==> src/sv/xte_pkg.sv <==
// xte_pkg: format codes, escaped character codes and entity tables of the text escaper
// depends on nothing; imported by the expander, the output stage, the top level and the testbench
`default_nettype none

package xte_pkg;

    // output format register codes
    localparam logic [1:0] FMT_PLAIN = 2'd0;
    localparam logic [1:0] FMT_XML   = 2'd1;
    localparam logic [1:0] FMT_JSON  = 2'd2;

    // longest escaped sequence (json double quote)
    localparam int MAX_RESULTS = 11;
    localparam int IDX_W       = $clog2(MAX_RESULTS);

    // characters with special handling
    localparam logic [7:0] CH_QUOT = 8'h22;
    localparam logic [7:0] CH_LT   = 8'h3C;
    localparam logic [7:0] CH_GT   = 8'h3E;
    localparam logic [7:0] CH_CR   = 8'h0D;
    localparam logic [7:0] CH_LF   = 8'h0A;
    localparam logic [7:0] CH_AMP  = 8'h26;

    // entity kinds
    localparam logic [2:0] ENT_NONE = 3'd0;
    localparam logic [2:0] ENT_QUOT = 3'd1;
    localparam logic [2:0] ENT_LT   = 3'd2;
    localparam logic [2:0] ENT_GT   = 3'd3;
    localparam logic [2:0] ENT_CR   = 3'd4;
    localparam logic [2:0] ENT_AMP  = 3'd5;

    // length of the json ampersand form minus the ampersand it replaces
    localparam logic [IDX_W-1:0] JSON_AMP_EXTRA = IDX_W'(5);
    localparam logic [IDX_W-1:0] JSON_AMP_LEN   = IDX_W'(6);

    typedef logic [IDX_W-1:0] xte_idx_t;

    // one step of the expansion: a result byte, end marker, or no result at all
    typedef struct packed {
        logic [7:0] data;
        logic       last;
        logic       empty;
    } xte_exp_t;

    function automatic logic [2:0] ent_kind(input logic [7:0] b);
        logic [2:0] k;
        begin
            case (b)
                CH_QUOT: k = ENT_QUOT;
                CH_LT:   k = ENT_LT;
                CH_GT:   k = ENT_GT;
                CH_CR:   k = ENT_CR;
                CH_AMP:  k = ENT_AMP;
                default: k = ENT_NONE;
            endcase
            return k;
        end
    endfunction

    function automatic xte_idx_t ent_len(input logic [2:0] k);
        xte_idx_t n;
        begin
            case (k)
                ENT_QUOT: n = IDX_W'(6);
                ENT_LT:   n = IDX_W'(4);
                ENT_GT:   n = IDX_W'(4);
                ENT_CR:   n = IDX_W'(5);
                ENT_AMP:  n = IDX_W'(5);
                default:  n = IDX_W'(1);
            endcase
            return n;
        end
    endfunction

    // byte at position pos of the xml entity, "&quot;" "&lt;" "&gt;" "&#13;" "&amp;"
    function automatic logic [7:0] ent_char(input logic [2:0] k, input logic [2:0] pos);
        logic [7:0] c;
        begin
            c = CH_AMP;
            case (k)
                ENT_QUOT:
                begin
                    case (pos)
                        3'd0:    c = CH_AMP;
                        3'd1:    c = "q";
                        3'd2:    c = "u";
                        3'd3:    c = "o";
                        3'd4:    c = "t";
                        default: c = ";";
                    endcase
                end
                ENT_LT:
                begin
                    case (pos)
                        3'd0:    c = CH_AMP;
                        3'd1:    c = "l";
                        3'd2:    c = "t";
                        default: c = ";";
                    endcase
                end
                ENT_GT:
                begin
                    case (pos)
                        3'd0:    c = CH_AMP;
                        3'd1:    c = "g";
                        3'd2:    c = "t";
                        default: c = ";";
                    endcase
                end
                ENT_CR:
                begin
                    case (pos)
                        3'd0:    c = CH_AMP;
                        3'd1:    c = "#";
                        3'd2:    c = "1";
                        3'd3:    c = "3";
                        default: c = ";";
                    endcase
                end
                ENT_AMP:
                begin
                    case (pos)
                        3'd0:    c = CH_AMP;
                        3'd1:    c = "a";
                        3'd2:    c = "m";
                        3'd3:    c = "p";
                        default: c = ";";
                    endcase
                end
                default: c = CH_AMP;
            endcase
            return c;
        end
    endfunction

    // byte at position pos of the json ampersand form "\u0026"
    function automatic logic [7:0] json_amp_char(input logic [2:0] pos);
        logic [7:0] c;
        begin
            case (pos)
                3'd0:    c = 8'h5C;
                3'd1:    c = "u";
                3'd2:    c = "0";
                3'd3:    c = "0";
                3'd4:    c = "2";
                default: c = "6";
            endcase
            return c;
        end
    endfunction

endpackage

`default_nettype wire

==> src/sv/xte_if.sv <==
// xte_in_if and xte_out_if: valid/ready channels for input bytes and escaped result bytes
// standalone, no package needed
`default_nettype none

interface xte_in_if;
    logic       valid;
    logic       ready;
    logic [7:0] in_byte;

    modport source (output valid, output in_byte, input ready);
    modport sink   (input valid, input in_byte, output ready);
endinterface

interface xte_out_if;
    logic       valid;
    logic       ready;
    logic [7:0] out_byte;
    logic       last;

    modport source (output valid, output out_byte, output last, input ready);
    modport sink   (input valid, input out_byte, input last, output ready);
endinterface

`default_nettype wire

==> src/sv/xte_expander.sv <==
// xte_expander: picks one byte of the escaped sequence for a held input byte
// depends on xte_pkg for the entity tables and format codes
`default_nettype none

module xte_expander
    import xte_pkg::*;
(
    input  wire logic [7:0] byte_in,
    input  wire logic [1:0] fmt,
    input  wire xte_idx_t   idx,
    output xte_exp_t        exp
);

    logic [2:0] kind;
    xte_idx_t   xml_len;
    xte_idx_t   json_len;
    xte_idx_t   tail_pos;
    logic       escaping;

    assign kind     = ent_kind(byte_in);
    assign xml_len  = ent_len(kind);
    assign json_len = xml_len + JSON_AMP_EXTRA;
    assign tail_pos = idx - JSON_AMP_EXTRA;
    assign escaping = (fmt == FMT_XML) || (fmt == FMT_JSON);

    always_comb
    begin
        exp.data  = byte_in;
        exp.last  = 1'b1;
        exp.empty = 1'b0;
        if (!escaping)
        begin
            exp.data = byte_in;
        end
        else if (byte_in == CH_LF)
        begin
            // newline is dropped
            exp.empty = 1'b1;
        end
        else if (kind == ENT_NONE)
        begin
            exp.data = byte_in;
        end
        else if (fmt == FMT_XML)
        begin
            exp.data = ent_char(kind, idx[2:0]);
            exp.last = (idx == xml_len - IDX_W'(1));
        end
        else
        begin
            // leading ampersand becomes \u0026, entity tail follows
            if (idx < JSON_AMP_LEN)
                exp.data = json_amp_char(idx[2:0]);
            else
                exp.data = ent_char(kind, tail_pos[2:0]);
            exp.last = (idx == json_len - IDX_W'(1));
        end
    end

endmodule

`default_nettype wire

==> src/sv/xte_out_stage.sv <==
// xte_out_stage: output register of the escaper, holds one result until transferred
// depends on xte_pkg and the xte_out_if interface
`default_nettype none

module xte_out_stage
    import xte_pkg::*;
(
    input  wire logic  clk,
    input  wire logic  rst_n,
    input  wire logic  load,
    input  wire xte_exp_t exp,
    output logic       can_load,
    xte_out_if.source  out_ch
);

    logic       out_valid_reg;
    logic       out_valid_next;
    logic [7:0] out_byte_reg;
    logic       out_last_reg;

    assign can_load       = !out_valid_reg || out_ch.ready;
    assign out_valid_next = load ? 1'b1 : (out_ch.ready ? 1'b0 : out_valid_reg);

    always_ff @(posedge clk or negedge rst_n)
    begin
        if (!rst_n)
            out_valid_reg <= 1'b0;
        else
            out_valid_reg <= out_valid_next;
    end

    always_ff @(posedge clk)
    begin
        if (load)
        begin
            out_byte_reg <= exp.data;
            out_last_reg <= exp.last;
        end
    end

    assign out_ch.valid    = out_valid_reg;
    assign out_ch.out_byte = out_byte_reg;
    assign out_ch.last     = out_last_reg;

endmodule

`default_nettype wire

==> src/sv/xml_json_text_escaper_unit.sv <==
// xml_json_text_escaper_unit: the input register holds a byte, the output register its
// results; throughput: one input byte per cycle when it expands to one result and the
// output does not stall; an escaped byte holds the input register, the byte counter
// stepping its results (up to 11 in json mode); a dropped newline needs no output room
// reset: rst_n async active low clears both valid flags and sets fmt_reg to plain
// depends on xte_pkg, xte_if, xte_expander, xte_out_stage
`default_nettype none

module xml_json_text_escaper_unit
    import xte_pkg::*;
(
    input  wire logic       clk,
    input  wire logic       rst_n,
    input  wire logic       cfg_we,
    input  wire logic [1:0] cfg_data,
    xte_in_if.sink          in_ch,
    xte_out_if.source       out_ch
);

    // output format register
    logic [1:0] fmt_reg;

    // input register: the byte being expanded, its format and the result index
    logic       hold_valid_reg;
    logic       hold_valid_next;
    logic [7:0] hold_byte_reg;
    logic [1:0] hold_fmt_reg;
    xte_idx_t   idx_reg;
    xte_idx_t   idx_next;

    xte_exp_t   exp;
    logic       can_load;
    logic       step;
    logic       finish;
    logic       accept;
    logic       load;

    always_ff @(posedge clk or negedge rst_n)
    begin
        if (!rst_n)
            fmt_reg <= FMT_PLAIN;
        else if (cfg_we)
            fmt_reg <= cfg_data;
    end

    // combinational lookup of the current result byte
    xte_expander u_expander
    (
        .byte_in (hold_byte_reg),
        .fmt     (hold_fmt_reg),
        .idx     (idx_reg),
        .exp     (exp)
    );

    // a step emits one byte when the output register has room; a dropped byte needs no room
    assign step   = hold_valid_reg && (exp.empty || can_load);
    assign finish = step && exp.last;
    assign load   = step && !exp.empty;

    // the input register frees up in the same cycle its last byte moves out
    assign in_ch.ready = !hold_valid_reg || finish;
    assign accept      = in_ch.valid && in_ch.ready;

    always_comb
    begin
        hold_valid_next = hold_valid_reg;
        idx_next        = idx_reg;
        if (finish)
        begin
            hold_valid_next = 1'b0;
            idx_next        = '0;
        end
        else if (step)
        begin
            idx_next = idx_reg + IDX_W'(1);
        end
        if (accept)
        begin
            hold_valid_next = 1'b1;
            idx_next        = '0;
        end
    end

    always_ff @(posedge clk or negedge rst_n)
    begin
        if (!rst_n)
        begin
            hold_valid_reg <= 1'b0;
            idx_reg        <= '0;
        end
        else
        begin
            hold_valid_reg <= hold_valid_next;
            idx_reg        <= idx_next;
        end
    end

    // payload capture on input transfer
    always_ff @(posedge clk)
    begin
        if (accept)
        begin
            hold_byte_reg <= in_ch.in_byte;
            hold_fmt_reg  <= fmt_reg;
        end
    end

    // result register toward the sink
    xte_out_stage u_out_stage
    (
        .clk      (clk),
        .rst_n    (rst_n),
        .load     (load),
        .exp      (exp),
        .can_load (can_load),
        .out_ch   (out_ch)
    );

    // result index stays inside the longest sequence
    a_idx_range: assert property (@(posedge clk) disable iff (!rst_n)
        hold_valid_reg |-> (idx_reg < IDX_W'(MAX_RESULTS)))
        else $error("result index past longest sequence");

    // an emitted byte that is not last keeps the input register busy
    a_hold_kept: assert property (@(posedge clk) disable iff (!rst_n)
        (load && !exp.last) |=> (hold_valid_reg && !in_ch.ready || hold_valid_reg))
        else $error("input register released before sequence end");

    // index advances by one per non-final step
    a_idx_step: assert property (@(posedge clk) disable iff (!rst_n)
        (step && !exp.last) |=> (idx_reg == IDX_W'($past(idx_reg) + IDX_W'(1))))
        else $error("result index did not advance");

    // a new transfer always starts at the first result byte
    a_idx_start: assert property (@(posedge clk) disable iff (!rst_n)
        accept |=> (hold_valid_reg && idx_reg == '0))
        else $error("new input byte not started at index zero");

    // format register takes the written value
    a_cfg_write: assert property (@(posedge clk) disable iff (!rst_n)
        cfg_we |=> (fmt_reg == $past(cfg_data)))
        else $error("format register write lost");

endmodule

`default_nettype wire

==> src/flat_wrapper.sv <==
// flat-port wrapper written by rule: the top's interface ports become plain ports
module xml_json_text_escaper_unit_flat import xte_pkg::*;
  (clk, rst_n, cfg_we, cfg_data, in_ch_valid, in_ch_in_byte, in_ch_ready, out_ch_valid, out_ch_out_byte, out_ch_last, out_ch_ready);
  xte_in_if in_ch_i ();
  xte_out_if out_ch_i ();
  input  wire logic clk;
  input  wire logic rst_n;
  input  wire logic cfg_we;
  input  wire logic [1:0] cfg_data;
  input wire logic [$bits(in_ch_i.valid)-1:0] in_ch_valid;
  input wire logic [$bits(in_ch_i.in_byte)-1:0] in_ch_in_byte;
  output wire logic [$bits(in_ch_i.ready)-1:0] in_ch_ready;
  output wire logic [$bits(out_ch_i.valid)-1:0] out_ch_valid;
  output wire logic [$bits(out_ch_i.out_byte)-1:0] out_ch_out_byte;
  output wire logic [$bits(out_ch_i.last)-1:0] out_ch_last;
  input wire logic [$bits(out_ch_i.ready)-1:0] out_ch_ready;
  assign in_ch_i.valid = in_ch_valid;
  assign in_ch_i.in_byte = in_ch_in_byte;
  assign in_ch_ready = in_ch_i.ready;
  assign out_ch_valid = out_ch_i.valid;
  assign out_ch_out_byte = out_ch_i.out_byte;
  assign out_ch_last = out_ch_i.last;
  assign out_ch_i.ready = out_ch_ready;
  xml_json_text_escaper_unit u_core (.clk(clk), .rst_n(rst_n), .cfg_we(cfg_we), .cfg_data(cfg_data), .in_ch(in_ch_i), .out_ch(out_ch_i));
endmodule
==> config.mk <==
export PLATFORM = sky130hd
export DESIGN_NAME = xml_json_text_escaper_unit_flat
export DESIGN_NICKNAME = d
export VERILOG_FILES = /design/src/sv/xte_pkg.sv /design/src/sv/xte_if.sv /design/src/sv/xte_expander.sv /design/src/sv/xte_out_stage.sv /design/src/sv/xml_json_text_escaper_unit.sv /design/src/flat_wrapper.sv
export SDC_FILE = /design/constraint.sdc
export NUM_CORES = 1
export LEC_CHECK = 0
export BUFFER_PORTS_ARGS = -buffer_cell sky130_fd_sc_hd__buf_2
export CORE_MARGIN = 2
export CORE_UTILIZATION = 40
export CTS_BUF_LIST = sky130_fd_sc_hd__clkbuf_4 sky130_fd_sc_hd__clkbuf_8 sky130_fd_sc_hd__clkbuf_16
export CTS_CLUSTER_DIAMETER = 40
export DETAILED_ROUTE_END_ITERATION = 6
export MAX_ROUTING_LAYER = met4
export PLACE_DENSITY = 0.62
export SETUP_SLACK_MARGIN = 0.4
export SLEW_MARGIN = 20
export SYNTH_ARGS = -nofsm -noshare
export SYNTH_HDL_FRONTEND = slang
export SYNTH_SLANG_ARGS = --single-unit
==> constraint.sdc <==
create_clock -name clk -period 2.5 [get_ports clk]
set_input_delay 0.25 -clock clk [delete_from_list [all_inputs] [get_ports clk]]
set_output_delay 0.25 -clock clk [all_outputs]
set_load 0.005 [all_outputs]
==> results of run 1 <==
==> final cells by class <==
| type | instances | area share, % |
|---|---|---|
| clock buffers | 3 | 1.223 |
| multi-input cells | 196 | 50.65 |
| flip-flops and latches | 27 | 22.90 |
| well taps | 72 | 2.668 |
| inverters | 11 | 1.371 |
| repair buffers | 96 | 21.01 |
| clock inverters | 1 | 0.1853 |
==> synth_stat cells, types with 2 or more instances <==
cell	number	area (um2)
o21ai_0	23	115.1
nor2_1	22	82.58
edfxtp_1	19	570.6
nand2_1	17	63.81
a21oi_1	12	60.06
inv_1	11	41.29
ha_1	10	125.1
nand3_1	10	50.05
clkbuf_1	9	33.78
dfrtp_1	8	200.2
o31ai_1	8	60.06
nor2b_1	6	37.54
nor3_1	6	30.03
buf_2	5	25.02
nand2b_1	4	25.02
xnor2_1	4	35.03
a211oi_1	3	22.52
buf_6	3	33.78
mux2_2	3	33.78
o211ai_1	3	22.52
o21bai_1	3	22.52
o221ai_1	3	26.28
o22ai_1	3	18.77
a221oi_1	2	17.52
and2_1	2	12.51
nand4bb_1	2	22.52
nor2_2	2	12.51
nor4b_1	2	17.52
nor4bb_1	2	20.02
o21a_1	2	15.01
o21ai_2	2	17.52
o311ai_0	2	17.52
or2_2	2	12.51
==> cell families (layout without fill, tap and decap cells) <==
| kind of cell | Yosys count | after routing |
|---|---|---|
| AND/OR/NAND/NOR | 92 | 93 |
| AO/OA/AOI/OAI | 86 | 86 |
| buffers and inverters | 29 | 111 |
| flip-flops | 27 | 27 |
| adder cells (fa/ha/maj) | 10 | 10 |
| XOR/XNOR | 4 | 4 |
| multiplexers | 3 | 3 |
==> report_power, final <==
part           total (mW)  switching (mW)  leakage (nW)  internal (mW)
logic               0.293           0.152          1.00          0.141
registers           0.541          0.0203         0.275          0.521
clock network       0.256           0.142        0.0260          0.114
==> what timing repair did <==
action,CTS,global route
hold buffers,1,0
gates resized for setup,48,35
cloned,1,0
endpoints found under the hold margin,8,0
endpoints found under the setup margin,32,32
setup buffers,21,17
pin swaps,15,20
==> worst max-delay path, delay by kind of cell (launching register included) <==
kind	cells	cell delay, ns
simple gates	3	0.84
buf+inv	2	0.32
compound gates	2	0.36
flops	1	0.46
==> stage by stage <==
stage                       TNS, ns  util (%)  area (um2)
after global routing        -0.3585     61.71        3377
after CTS                         0     56.63        3099
after global placement            0     48.93        2678
after detailed placement          0     48.93        2678
final                     -0.001714     61.71        3377
after floorplan                   0         -        2351
==> cells in the final DEF, fill, tap and decap left out, types with 3 or more instances in the layout <==
cell / Yosys / layout
dfrtp_1: 8 / 6
buf_2: 5 / 25
o211ai_1: 3 / 3
nor3_4: 1 / 3
o21ai_0: 23 / 16
nand3_1: 10 / 9
edfxtp_1: 19 / 19
nand2_1: 17 / 15
nor2b_1: 6 / 6
xnor2_1: 4 / 4
and2_4: 0 / 3
o31ai_1: 8 / 7
a221oi_2: 1 / 3
inv_4: 0 / 3
nand2b_1: 4 / 3
o21ai_1: 0 / 7
nor2_1: 22 / 20
nor3_1: 6 / 4
mux2_2: 3 / 3
clkbuf_8: 0 / 3
buf_4: 0 / 56
buf_6: 3 / 12
a21oi_1: 12 / 10
inv_1: 11 / 8
ha_4: 0 / 7
==> worst paths after layout <==
check	from	endpoint	slack (ns)
worst max register to register	u_core.hold_byte_reg[1]$_DFFE_PP_	u_core.hold_byte_reg[1]$_DFFE_PP_	0.08
worst min-delay path	in_ch_in_byte[3]	u_core.hold_byte_reg[3]$_DFFE_PP_	0.14
max in group asynchronous	rst_n	u_core.idx_reg[1]$_DFFE_PN0P_	1.99
worst min register to register	u_core.fmt_reg[1]$_DFFE_PN0P_	u_core.hold_fmt_reg[1]$_DFFE_PP_	0.46
min in group asynchronous	rst_n	u_core.idx_reg[2]$_DFFE_PN0P_	0.33
worst max-delay path	u_core.hold_byte_reg[4]$_DFFE_PP_	in_ch_ready	-0.002
==> routing by layer <==
layer / track usage [%] / wire (um) / up-vias
met4: 7.241 / 384 / 0
met1: 31.52 / 2969 / 1173
li1: - / - / 1125
met3: 2.727 / 728 / 54
met5: - / 0 / -
met2: 40.09 / 3540 / 178
==> impl_metrics.json, run 1 <==
{
  "status": "finished with violations",
  "violations": "DRC, setup timing",
  "grt.overflow.total": 0,
  "path_cells": "buf_4 -> or4b_4 -> a21oi_4 -> nor2_2 -> nor2_4 -> o221ai_2 -> buf_2",
  "pre_cts_ws_ns": 0.01731,
  "synth-compound-area-share_pct": 27.27,
  "fmax_mhz": 399.7,
  "numClockSinks": 27,
  "crit_path_start_kind": "flip-flop",
  "maxSlewHeadroom_pct": 69.34,
  "dp_hpwl_um": 5004,
  "port_buffers": 25,
  "setup_slack_ns": -0.001714,
  "synthAdderAreaFrac_pct": 5.577,
  "clockBufferDepth": 2,
  "clk_latency_ns": 0.28,
  "path_class": "reg2out",
  "ir_drop_uv": 326.2,
  "min_path_cells": 1,
  "drc_errors": 1,
  "synth_top_family_by_area": "compound AO/OA/AOI/OAI gates",
  "hold_viol": 0,
  "rr_worst_depth": 8,
  "p_total_mw": 1.090,
  "die_y_um": 78.89,
  "placed_cells": 362,
  "start_util_pct": 40.99,
  "cts_root_buf": "clkbuf_8",
  "syn_area_per_cell_um2": 8.938,
  "die-area_mm2": 0.006224,
  "drt_iter0_drc": 425,
  "regArea_um2": 773.2,
  "synth.yosys.warnings": 0,
  "synth.net_count": 276,
  "drt-total-wl_um": 7622,
  "drive_above_1_share_pct": 50.00,
  "core_mm2": 0.005473,
  "grt_pass1_wl_um": 11610,
  "crit_fanout": 5,
  "fin_skew_ns": 0.006759,
  "area_delta_synth_final_pct": 50.53,
  "synth-async-reset-ratio_pct": 29.63,
  "syn-cell-area_mm2": 0.002243,
  "yosysUniqueCellTypes": 69,
  "power_density_mw_per_mm2": 322.9,
  "die_w_um": 78.89,
  "maxSlewViolCount": 0,
  "cpPeakStageDelay_ns": 0.54,
  "cts_buffers": 3,
  "routed_via_density": 6.232,
  "critPathSlowestCell": "or4b_4",
  "multiInputGateArea_mm2": 0.001710,
  "fin_nets": 360,
  "via_count": 2530,
  "setup_viol": 1,
  "synthMuxAreaShare_pct": 1.506,
  "routabilityCongestion": 1.021,
  "period_share_pct": 100.1,
  "grt_setup_unrepaired": "true",
  "hold_ws_ns": 0.1405,
  "yosysSeqAreaShare_pct": 34.36,
  "ant_nets": 0,
  "arrival_ns": 2.25,
  "cts_tree": "built",
  "fin_crit_ns": 2.502,
  "ys.flop_type": "edfxtp_1",
  "drv_cap": 0,
  "worstPathRequired_ns": 2.25,
  "antenna_cells": 0,
  "io_pins": 26,
  "synth-edff-count": 19,
  "fillers": 470,
  "path_clk_slew_ns": 0.10,
  "antenna_found_initial": 0,
  "grt_util_all_layers_pct": 24.22,
  "synth_xor_xnor_area_share_pct": 1.562,
  "netlist_instances": 251,
  "rows": 27,
  "layout.cells.non_filler": 406,
  "grt_pass1_vias": 2290,
  "firstDrtPassIters": 7,
  "worst_pin_slew_ns": 0.4551,
  "wl_per_cell_um": 18.77,
  "synth_simple_gate_area_share_pct": 23.54,
  "worstHoldPathType": "in2reg",
  "synth_seq_cells": 27,
  "leakage_nw": 1.302,
  "grt_max_degree": 17,
  "cp-end-kind": "primary output",
  "htree_levels": 1
}
No activity file was read; power rests on OpenSTA's default activity.
==> inputs of run 2 (changes only) <==
Settings changed: CORE_MARGIN 2 to 4, CORE_UTILIZATION 40 to 45, PLACE_DENSITY 0.62 to 0.69.
==> run 2 against run 1 <==
The flow finishes with violations (setup timing). Fmax decreased by 1.3%. Worst hold slack improved by 0.0053 ns. Worst setup slack lost 0.033 ns. Clock skew decreased by 0.0030 ns. Cell count decreased by 3.9%. Global-route usage rose by 0.089 points. Utilization grew 6.5 points. Wire length up 0.85%. Flip-flop and latch count is the same. Sequential share of layout area increased by 0.81 points. Clock power decreased by 4%. Combinational power increased by 4%. Critical endpoint unchanged. Largest cell class unchanged. Largest power group unchanged. Highest routed layer unchanged.
==> impl_metrics.json, run 2 (synthesized netlist as in run 1, its figures left out) <==
{
  "status": "finished with violations",
  "violations": "setup timing",
  "grt.overflow.total": 0,
  "arrival_ns": 2.28,
  "setup_viol": 1,
  "cts_buffers": 3,
  "path_class": "reg2out",
  "dp_hpwl_um": 4988,
  "grt_setup_unrepaired": "true",
  "die-area_mm2": 0.006179,
  "io_pins": 26,
  "htree_levels": 1,
  "period_share_pct": 101.4,
  "ir_drop_uv": 263.8,
  "grt_pass1_vias": 2248,
  "crit_top_cell": "buf_4",
  "placed_area_mm2": 0.002701,
  "die_w_um": 78.61,
  "placed_cells": 361,
  "start_util_pct": 46.88,
  "worstPathRequired_ns": 2.25,
  "path_clk_slew_ns": 0.09,
  "worstHoldPathType": "in2reg",
  "final_common_cell": "buf_4",
  "ant_nets": 0,
  "path_cells": "buf_4 -> nor4b_4 -> buf_4 -> o21ai_0 -> a221oi_2 -> a31oi_2 -> o221ai_2 -> buf_4 -> buf_6",
  "fin_nets": 349,
  "leakage_nw": 1.242,
  "setup_tns_ns": -0.03452,
  "cts_tree": "built",
  "fin_crit_ns": 2.535,
  "drt_iter0_drc": 339,
  "layout.cells.non_filler": 390,
  "routabilityCongestion": 1.025,
  "crit_path_start_kind": "flip-flop",
  "power_density_mw_per_mm2": 335.4,
  "antenna_found_initial": 0,
  "via_count": 2549,
  "cts_root_buf": "clkbuf_8",
  "area_delta_synth_final_pct": 45.40,
  "drc_errors": 0,
  "die_y_um": 78.61,
  "critPathTopFamily": "compound AO/OA/AOI/OAI gates",
  "final_cell_area_mm2": 0.003262,
  "clk_latency_ns": 0.27,
  "hold_viol": 0,
  "path_buf_inv": 4,
  "final_util_pct": 68.16,
  "grt_util_all_layers_pct": 24.31,
  "maxSlewHeadroom_pct": 70.78,
  "core_mm2": 0.004786,
  "p_total_mw": 1.094,
  "hold_ws_ns": 0.1458,
  "cpPeakStageDelay_ns": 0.46,
  "clockBufferDepth": 2,
  "setup_slack_ns": -0.03452,
  "drv_cap": 0,
  "fin_skew_ns": 0.003746,
  "crit_fanout": 6,
  "fmax_mhz": 394.6,
  "firstDrtPassIters": 6,
  "wl_per_cell_um": 19.71,
  "drt-total-wl_um": 7687,
  "pre_cts_ws_ns": 0.04314,
  "routed_via_density": 6.536,
  "rows": 25,
  "grt_pass1_wl_um": 11410,
  "cp-end-kind": "primary output",
  "worst_pin_slew_ns": 0.4346,
  "antenna_cells": 0,
  "mostFrequentLayoutCells": "buf_4 (50), buf_2 (24), nor2_1 (21), edfxtp_1 (19)",
  "port_buffers": 25,
  "critPathSlowestCell": "edfxtp_1",
  "numClockSinks": 27,
  "grt_max_degree": 17,
  "maxSlewViolCount": 0,
  "drive_above_1_share_pct": 48.30
}
==> run 2: per-layer routing <==
metal | GRT usage (%) | share of wire [%] | wire length (um)
met3 | 2.638 | 8.3 | 636
met2 | 39.64 | 49 | 3738
met4 | 8.566 | 4.7 | 365
met5 | - | 0 | 0
met1 | 31.43 | 38 | 2947
==> run 2: power breakdown <==
| group | internal, mW | total, mW | switching [mW] |
|---|---|---|---|
| sequential | 0.521 | 0.542 | 0.0212 |
| clock | 0.113 | 0.247 | 0.133 |
| combinational | 0.147 | 0.305 | 0.158 |
| total | 0.781 | 1.09 | 0.313 |
==> run 2: worst paths after layout <==
check | to | start | cells after the start | slack, ns
min | u_core.hold_byte_reg[0]$_DFFE_PP_ | in_ch_in_byte[0] | 1 | 0.15
max | in_ch_ready | u_core.hold_byte_reg[1]$_DFFE_PP_ | 9 | -0.03
min reg2reg | u_core.hold_fmt_reg[0]$_DFFE_PP_ | u_core.fmt_reg[0]$_DFFE_PN0P_ | 0 | 0.46
min in group asynchronous | u_core.u_out_stage.out_ch.valid$_DFFE_PN0P_ | rst_n | 2 | 0.34
max in group asynchronous | u_core.idx_reg[1]$_DFFE_PN0P_ | rst_n | 2 | 1.97
max reg2reg | u_core.u_out_stage.out_ch.out_byte[3]$_DFFE_PP_ | u_core.hold_byte_reg[1]$_DFFE_PP_ | 9 | 0.07
==> run 2: what timing repair did <==
action | CTS | global route
cloned | 1 | 0
setup endpoints to repair | 33 | 33
pin swaps | 19 | 10
setup buffers | 17 | 6
hold buffers | 1 | 0
resized for setup | 49 | 28
endpoints found under the hold margin | 8 | 0
==> run 2: cell type report <==
cell class / instances / area, um2
multi-input cells: 195 / 1680
fillers: 346 / 1524
flip-flops and latches: 27 / 773.2
repair buffers: 86 / 629.4
well taps: 67 / 83.83
inverters: 11 / 46.29
clock buffers: 3 / 41.29
clock inverters: 1 / 7.507
==> inputs of run 3 (changes only) <==
Settings changed: PLACE_DENSITY 0.69 to 0.66.
Clock period 2.5 ns to 2.6 ns, I/O delays scaled along.
==> run 3 against run 2 <==
The flow now finishes without violations. Die area did not move. First-iteration DRC count is 13% lower. Via count rose by 0.94%. Worst hold slack improved by 0.013 ns. Power down 3.6%. Worst setup slack better by 0.15 ns. Critical endpoint unchanged. Largest power group unchanged.
==> impl_metrics.json, run 3 (synthesized netlist as in run 1, its figures left out) <==
{
  "status": "completed",
  "area_delta_synth_final_pct": 51.59,
  "dp_hpwl_um": 4880,
  "grt_util_all_layers_pct": 24.31,
  "maxSlewViolCount": 0,
  "htree_levels": 1,
  "leakage_nw": 1.303,
  "switching_share_pct": 28.27,
  "core_mm2": 0.004786,
  "cts_root_buf": "clkbuf_8",
  "path_class": "reg2out",
  "grt_max_degree": 16,
  "worstPathRequired_ns": 2.34,
  "arrival_ns": 2.22,
  "drv_cap": 0,
  "setup_viol": 0,
  "port_buffers": 25,
  "combPwrFrac_pct": 28.0,
  "worstHoldPathType": "in2reg",
  "start_util_pct": 46.88,
  "layout.cells.non_filler": 409,
  "grt_pass1_wl_um": 11450,
  "crit_path_start_kind": "flip-flop",
  "routabilityCongestion": 0.9050,
  "drc_errors": 0,
  "final_common_cell": "buf_4",
  "routed_via_density": 6.291,
  "setup_tns_ns": 0,
  "placed_cells": 347,
  "io_pins": 26,
  "drt-total-wl_um": 7665,
  "path_clk_slew_ns": 0.09,
  "via_count": 2573,
  "drt_iter0_drc": 295,
  "fin_nets": 368,
  "period_share_pct": 95.43,
  "fin_crit_ns": 2.481,
  "cpPeakStageDelay_ns": 0.52,
  "cp-end-kind": "primary output",
  "crit_fanout": 7,
  "pwr-share-seq_pct": 49.6,
  "maxSlewHeadroom_pct": 59.40,
  "ant_nets": 0,
  "grt_setup_unrepaired": "true",
  "critPathSlowestCell": "and4bb_2",
  "rows": 25,
  "cts_buffers": 3,
  "grt.overflow.total": 0,
  "power.switching_uw": 298.0,
  "worst_pin_slew_ns": 0.6089,
  "clk_latency_ns": 0.27,
  "clockBufferDepth": 2,
  "ir_drop_uv": 400.5,
  "die_y_um": 78.61,
  "antenna_cells": 0,
  "die-area_mm2": 0.006179,
  "die_w_um": 78.61,
  "fillers": 336,
  "hold_ws_ns": 0.1585,
  "mostFrequentLayoutCells": "buf_4 (63), buf_2 (25), nor2_1 (20), edfxtp_1 (19), o21ai_0 (16)",
  "cts_tree": "built",
  "antenna_found_initial": 0,
  "p_int_uw": 756.3,
  "hold_viol": 0,
  "path_cells": "and4bb_2 -> o21ai_0 -> a221oi_2 -> a31oi_4 -> o221ai_2 -> buf_2",
  "clkPwrFrac_pct": 22.4,
  "drive_above_1_share_pct": 51.17,
  "fmax_mhz": 403.0,
  "fin_skew_ns": 0.002827,
  "numClockSinks": 27,
  "wl_per_cell_um": 18.74,
  "power_density_mw_per_mm2": 310.0,
  "grt_pass1_vias": 2375,
  "firstDrtPassIters": 6
}
## run 3: critical path, delay by kind of cell (launching register included)
family / cells / cell delay [ns]
simple gates: 1 / 0.52
buf+inv: 1 / 0.15
compound gates: 4 / 0.78
flops: 1 / 0.50
## run 3: path summary, 6_finish.rpt
check                           cells after the start  slack, ns                              start                           endpoint
worst max-delay path                                6       0.12  u_core.hold_byte_reg[7]$_DFFE_PP_                        in_ch_ready
min in group asynchronous                           2       0.37                              rst_n      u_core.idx_reg[2]$_DFFE_PN0P_
worst min register to register                      0       0.46      u_core.fmt_reg[1]$_DFFE_PN0P_   u_core.hold_fmt_reg[1]$_DFFE_PP_
max in group asynchronous                           2       2.05                              rst_n      u_core.idx_reg[0]$_DFFE_PN0P_
worst max register to register                      7       0.19  u_core.hold_byte_reg[7]$_DFFE_PP_  u_core.hold_byte_reg[5]$_DFFE_PP_
worst min-delay path                                1       0.16                   in_ch_in_byte[0]  u_core.hold_byte_reg[0]$_DFFE_PP_
## run 3: layer usage
metal,up-vias,GRT usage [%],part of all wire [%]
li1,1147,-,-
met1,1227,29.48,39
met2,158,41.85,50
met3,41,2.523,7.3
met4,0,8.916,3.7
met5,-,-,0
## run 3: cell type report
class / count / area, um2 / area share (%)
Tap cell: 67 / 83.83 / 2.465
Clock inverter: 1 / 5.005 / 0.1472
Timing Repair Buffer: 104 / 777.0 / 22.85
Multi-Input combinational cell: 196 / 1674 / 49.23
Sequential cell: 27 / 773.2 / 22.74
Inverter: 11 / 46.29 / 1.361
Clock buffer: 3 / 41.29 / 1.214
## run 3: through the flow
stage | total power, mW | util, % | setup WS [ns] | cell area [um2]
6_report | 1.054 | 71.06 | 0.1188 | 3401
5_1_grt | 1.111 | 71.06 | 0.03596 | 3401
4_1_cts | 1.011 | 63.22 | 0.2003 | 3025
3_5_place_dp | 0.7173 | 53.93 | 0.1059 | 2581
3_3_place_gp | 0.7176 | 53.93 | 0.05451 | 2581
2_1_floorplan | 0.6534 | - | 0.2942 | 2327
## run 3: repair_timing
action | in CTS | in global routing
cloned | 1 | 1
resized for setup | 32 | 51
hold buffers | 1 | 0
setup endpoints to repair | 32 | 32
setup buffers | 35 | 20
endpoints found under the hold margin | 8 | 0
pin swaps | 22 | 17
## run 3: power by group through the flow
stage                     clock network, mW  registers [mW]  logic, mW
after detailed placement                  0           0.536      0.182
after floorplan                           0           0.526      0.127
after global routing                  0.270           0.527      0.314
after global placement                    0           0.534      0.184
after CTS                             0.243           0.521      0.247
final                                 0.236           0.523      0.295
